**src/design/hierarchical_bitmap_set_unit_assert.svh**
```systemverilog
// ----------------------------------------------------------------------------
// hierarchical bitmap set assertion macros
// shared concurrent assertion forms, clocked on i_clk, quiet during reset
// ----------------------------------------------------------------------------
`ifndef HIERARCHICAL_BITMAP_SET_UNIT_ASSERT_SVH
`define HIERARCHICAL_BITMAP_SET_UNIT_ASSERT_SVH

// same-cycle implication
`define HBS_ASSERT_IMPL(name, ante, cons) \
    name: assert property (@(posedge i_clk) disable iff (!i_rst_n) (ante) |-> (cons)) \
        else $error("hbs assertion failed");

// next-cycle implication
`define HBS_ASSERT_NEXT(name, ante, cons) \
    name: assert property (@(posedge i_clk) disable iff (!i_rst_n) (ante) |=> (cons)) \
        else $error("hbs assertion failed");

`endif

```
**src/design/hbs_pkg.sv**
```systemverilog
// ----------------------------------------------------------------------------
// hbs_pkg
// constants, types and bit helpers for the hierarchical bitmap set
// ----------------------------------------------------------------------------
package hbs_pkg;

    localparam int UNIVERSE    = 4096;
    localparam int KEY_W       = 12;
    localparam int KEY_SPAN    = 1 << KEY_W;
    localparam int ACTIVE_KEYS = (UNIVERSE < KEY_SPAN) ? UNIVERSE : KEY_SPAN;
    localparam int WORD_W      = 64;
    localparam int BIT_W       = 6;
    localparam int LEAF_AW     = KEY_W - BIT_W;
    localparam int LEAF_WORDS  = (ACTIVE_KEYS + WORD_W - 1) / WORD_W;
    localparam int CMD_W       = 3;

    localparam logic [KEY_W:0]   KEY_LIMIT = (KEY_W + 1)'(ACTIVE_KEYS);
    localparam logic [KEY_W-1:0] KEY_LAST  = KEY_W'(ACTIVE_KEYS - 1);

    typedef enum logic [CMD_W-1:0] {
        CMD_INSERT = 3'd0,
        CMD_ERASE  = 3'd1,
        CMD_TEST   = 3'd2,
        CMD_SUCC   = 3'd3,
        CMD_PRED   = 3'd4
    } t_cmd;

    // leaf store write request
    typedef struct packed {
        logic               en;
        logic [LEAF_AW-1:0] addr;
        logic [WORD_W-1:0]  data;
    } t_wr_req;

    function automatic logic [BIT_W-1:0] low_bit(input logic [WORD_W-1:0] v);
        logic [BIT_W-1:0] n;
        n = BIT_W'(WORD_W - 1);
        for (int i = WORD_W - 1; i >= 0; i--) begin
            if (v[i]) n = BIT_W'(i);
        end
        return n;
    endfunction

    function automatic logic [BIT_W-1:0] high_bit(input logic [WORD_W-1:0] v);
        logic [BIT_W-1:0] n;
        n = '0;
        for (int i = 0; i < WORD_W; i++) begin
            if (v[i]) n = BIT_W'(i);
        end
        return n;
    endfunction

    function automatic logic [WORD_W-1:0] mask_ge(input logic [BIT_W-1:0] b);
        return {WORD_W{1'b1}} << b;
    endfunction

    function automatic logic [WORD_W-1:0] mask_gt(input logic [BIT_W-1:0] b);
        return mask_ge(b) << 1;
    endfunction

    function automatic logic [WORD_W-1:0] mask_le(input logic [BIT_W-1:0] b);
        return ~mask_gt(b);
    endfunction

    function automatic logic [WORD_W-1:0] mask_lt(input logic [BIT_W-1:0] b);
        return ~mask_ge(b);
    endfunction

endpackage

```
**src/design/hbs_leaf_store.sv**
```systemverilog
// ----------------------------------------------------------------------------
// hbs_leaf_store
// leaf word memory, one write and one registered read port, per-word valid
// bits so that words never written read as zero
// ----------------------------------------------------------------------------
module hbs_leaf_store
    import hbs_pkg::*;
(
    input  logic               i_clk,
    input  logic               i_rst_n,
    input  logic               i_rd_en,
    input  logic [LEAF_AW-1:0] i_rd_addr,
    input  t_wr_req            i_wr,
    output logic [WORD_W-1:0]  o_rd_data
);

    logic [WORD_W-1:0]     r_mem [LEAF_WORDS];
    logic [LEAF_WORDS-1:0] r_vld;
    logic [WORD_W-1:0]     r_rd_data;
    logic                  r_rd_vld;

    always_ff @(posedge i_clk) begin
        if (i_wr.en) begin
            r_mem[i_wr.addr] <= i_wr.data;
        end
        if (i_rd_en) begin
            r_rd_data <= r_mem[i_rd_addr];
        end
    end

    always_ff @(posedge i_clk) begin
        if (!i_rst_n) begin
            r_vld    <= '0;
            r_rd_vld <= 1'b0;
        end else begin
            if (i_wr.en) begin
                r_vld[i_wr.addr] <= 1'b1;
            end
            if (i_rd_en) begin
                r_rd_vld <= r_vld[i_rd_addr];
            end
        end
    end

    assign o_rd_data = r_rd_vld ? r_rd_data : '0;

endmodule

```
**config.mk**
```make
export PLATFORM = sky130hd
export DESIGN_NAME = hbs_leaf_store
export DESIGN_NICKNAME = d
export VERILOG_FILES = /design/src/design/hierarchical_bitmap_set_unit_assert.svh /design/src/design/hbs_pkg.sv /design/src/design/hbs_leaf_store.sv
export SDC_FILE = /design/constraint.sdc
export NUM_CORES = 2
export LEC_CHECK = 0
export ABC_CLOCK_PERIOD_IN_PS = 7700
export BUFFER_PORTS_ARGS = -buffer_cell sky130_fd_sc_hd__buf_2
export CAP_MARGIN = 5
export CORE_MARGIN = 2
export CORE_UTILIZATION = 50
export CTS_CLUSTER_DIAMETER = 150
export DETAILED_ROUTE_END_ITERATION = 12
export GPL_ROUTABILITY_DRIVEN = 1
export PLACE_DENSITY = 0.65
export SETUP_SLACK_MARGIN = 0.2
export SLEW_MARGIN = 40
export SYNTH_ARGS = -nofsm -noshare
export SYNTH_HDL_FRONTEND = slang
export SYNTH_SLANG_ARGS = --single-unit
```
**constraint.sdc**
```tcl
create_clock -name i_clk -period 7.7 [get_ports i_clk]
set_input_delay 0.385 -clock i_clk [delete_from_list [all_inputs] [get_ports i_clk]]
set_output_delay 0.385 -clock i_clk [all_outputs]
set_load 0.01 [all_outputs]
```
==> metrics.csv <==
metric,value,unit
clk sinks,4225,
maximum VDD drop,0.234,mV
"critical path fanouts, max",67,
global route overflow,0,
initial core utilization,0.502,
status,completed,
RSZ-0062 raised after global routing,false,
I/O pins,144,
DR vias,75862,
clock tree root driver cell,clkbuf_16,
Residual DRC,0,
Num CTS Buffers,418,
Tmin final,3.00,ns
Max Cap Violations,0,
worst hold-check path type,in -> reg,
pin count of the biggest net entering global routing,117,
Post-synth EDFFs,4160,
Min-Delay Endpoint,r_rd_vld$_SDFFE_PN0P_,
Post-CTS Repair Setup Buffers,0,
Post-synth ARST share,0,
endpoints failing setup,0,
antenna violations before repair,37,
crit path DAT,3.69,ns
Setup TNS,0,ns
WL/cell,38.7,µm
half-perimeter wire length after placement,199,mm
drt via density,6.70,
Die X,569,µm
Final #Nets,6867,
Syn-to-layout area delta,13.5,%
Slew Limit Fails,0,
number of buffers added on ports,143,
Die Area,324000,µm²
pwr dens,260,nW/µm²
vias in the first global route,75049,
most common flop cell mapped by yosys,edfxtp_1,
hold depth,3,
Slew HR,0.362,
Slew @ Worst Pin,0.958,ns
global-route usage over all layers,0.270,
reg-to-reg endpoint,r_rd_data[29]$_DFFE_PP_,
Synth warnings,0,
Die Y-Extent,569,µm
worst skew pair latency,0.95,ns
endpoints failing hold,0,
Worst Skew,0.0373,ns
CTS resizes,0,
Placer Congestion,0.757,
DR pass1 iterations,5,
first-pass GRT wire length,603,mm
Max Clock Freq,333,MHz
WS Path Type,in -> reg,
clk buf depth,4,
"Seq/Total Area, Yosys",0.791,
min-delay src,i_rd_addr[5],
number of routed nets with antenna violations,0,
clock-pin slew of the registers on the worst-case setup and hold paths,0.07,ns
Synth cell types,30,
Lkg Pwr,56.0,nW
"Req. time, crit path",8.39,ns
register bit total from synthesis,4225,
setup slack after layout,4.70,ns
R2R setup slack,5.43,ns
core area,318000,µm²
CTS tree,built,
fillers,22380,
Syn Inst Count,6320,
cts hold-fix bufs,23,
WHS,0.105,ns
period utilization,0.390,
Mapped Area,160000,µm²
CP Launch Type,input pin,
WL final,438,mm
DR iter-0 viols,11322,
post-synthesis average cell area,25.2,µm²
share of layout cells above drive strength 1,0.317,
Worst R2R Path Depth,4,
Worst Setup End Kind,flop,
Mapped Nets,6400,
reg-to-reg startpoint,r_mem[23][29]$_DFFE_PP_,
final instance area,181000,µm²
Pwr Total,47.1,mW
Rows,207,
DP Worst Slack,3.68,ns
H-tree levels,5,
placement-stage cell area,167000,µm²
power breakdown:
part           internal (mW)  switching (mW)  leakage [nW]
clock                   10.9            8.58          6.39
combinational          0.892            1.20          11.6
sequential              25.5          0.0974          38.0
total                   37.3            9.87          56.0
placed cells by master, fill, tap and decap left out, types with 7 or more instances in the layout:
| cell type | instances |
|---|---|
| clkinv_2 | 89 |
| diode_2 | 13 |
| a22oi_1 | 131 |
| bufinv_16 | 25 |
| nand2_1 | 72 |
| clkbuf_16 | 421 |
| buf_6 | 31 |
| dlygate4sd3_1 | 66 |
| clkbuf_1 | 88 |
| o21a_1 | 64 |
| and2_1 | 64 |
| clkinv_16 | 7 |
| nand3_1 | 9 |
| clkinv_1 | 103 |
| inv_6 | 11 |
| buf_12 | 65 |
| mux4_2 | 1290 |
| dfxtp_1 | 64 |
| edfxtp_1 | 4160 |
| buf_2 | 75 |
| buf_4 | 125 |
| nor2_4 | 61 |
| clkinvlp_4 | 7 |
| nand2b_1 | 8 |
| nor2b_1 | 14 |
| buf_16 | 19 |
layout make-up:
class,instances,area [µm²],share of cell area
antenna,13,32.5,0.000180
timing repair buffer,388,4250,0.0234
sequential,4225,126000,0.697
multi-input combinational,1754,32400,0.179
clock buffer,511,10900,0.0601
tap,4180,5230,0.0289
clock inverter,252,2130,0.0117
Yosys cell counts, types with 4 or more instances:
master / number / share of area
and2_1: 65 / 0.0025
buf_4: 4 / 0.00019
nand2b_1: 10 / 0.00039
o21a_1: 64 / 0.0030
nand3_1: 10 / 0.00031
mux4_2: 1290 / 0.18
mux2_2: 4 / 0.00028
nor2_1: 64 / 0.0015
nand2_1: 72 / 0.0017
clkbuf_1: 188 / 0.0044
dfxtp_1: 65 / 0.0082
nor3_1: 4 / 0.00013
buf_1: 37 / 0.00087
edfxtp_1: 4160 / 0.78
a22oi_1: 131 / 0.0062
nor2b_1: 16 / 0.00063
buf_2: 109 / 0.0034
a2111oi_0: 6 / 0.00033
metal layers:
| metal | part of all wire | routed length, µm | GRT usage |
|---|---|---|---|
| met4 | 0.037 | 16000 | 0.0949 |
| met3 | 0.089 | 39000 | 0.0398 |
| met2 | 0.50 | 218000 | 0.443 |
| met1 | 0.38 | 165000 | 0.375 |
| met5 | 0.00023 | 103 | 0 |
critical path, cell delays in order:
cell	delay, ns
buf_12	0.34
buf_16	0.40
buf_12	0.29
buf_16	0.39
mux4_2	0.59
mux4_2	0.50
a22oi_1	0.30
nand2_1	0.15
registers in the layout (all words and copies together), names as in the netlist:
register	flops
r_mem	4096
r_rd_vld	1
r_vld	64
r_rd_data	64
worst max path at each step:
| stage | start | end | slack, ns | depth (start not counted) |
|---|---|---|---|---|
| after floorplan | i_wr[70] | r_mem[40][0]$_DFFE_PP_ | 1.87 | 3 |
| after global placement | i_rd_addr[2] | r_rd_data[59]$_DFFE_PP_ | 3.55 | 7 |
| after detailed placement | i_rd_addr[0] | r_rd_data[59]$_DFFE_PP_ | 3.68 | 8 |
| after CTS | i_rd_addr[0] | r_rd_data[59]$_DFFE_PP_ | 4.72 | 8 |
| after global routing | i_rd_addr[0] | r_rd_data[56]$_DFFE_PP_ | 4.44 | 8 |
| final | i_rd_addr[0] | r_rd_data[56]$_DFFE_PP_ | 4.70 | 8 |
logic make-up after synthesis:
kind of cell / count (synthesis) / synth area share
AND/OR/NAND/NOR: 248 / 0.00749
AO/OA/AOI/OAI: 210 / 0.00989
flip-flops: 4225 / 0.791
multiplexers: 1296 / 0.182
buffers and inverters: 341 / 0.00911
per-stage QoR:
| stage | cells | util |
|---|---|---|
| finish | 11323 | 0.570 |
| global route | 11315 | 0.570 |
| detailed placement | 10472 | 0.526 |
| floorplan | 6320 | - |
| CTS | 11258 | 0.568 |
| global placement | 10449 | 0.524 |
No activity file was read; power rests on OpenSTA's default activity.
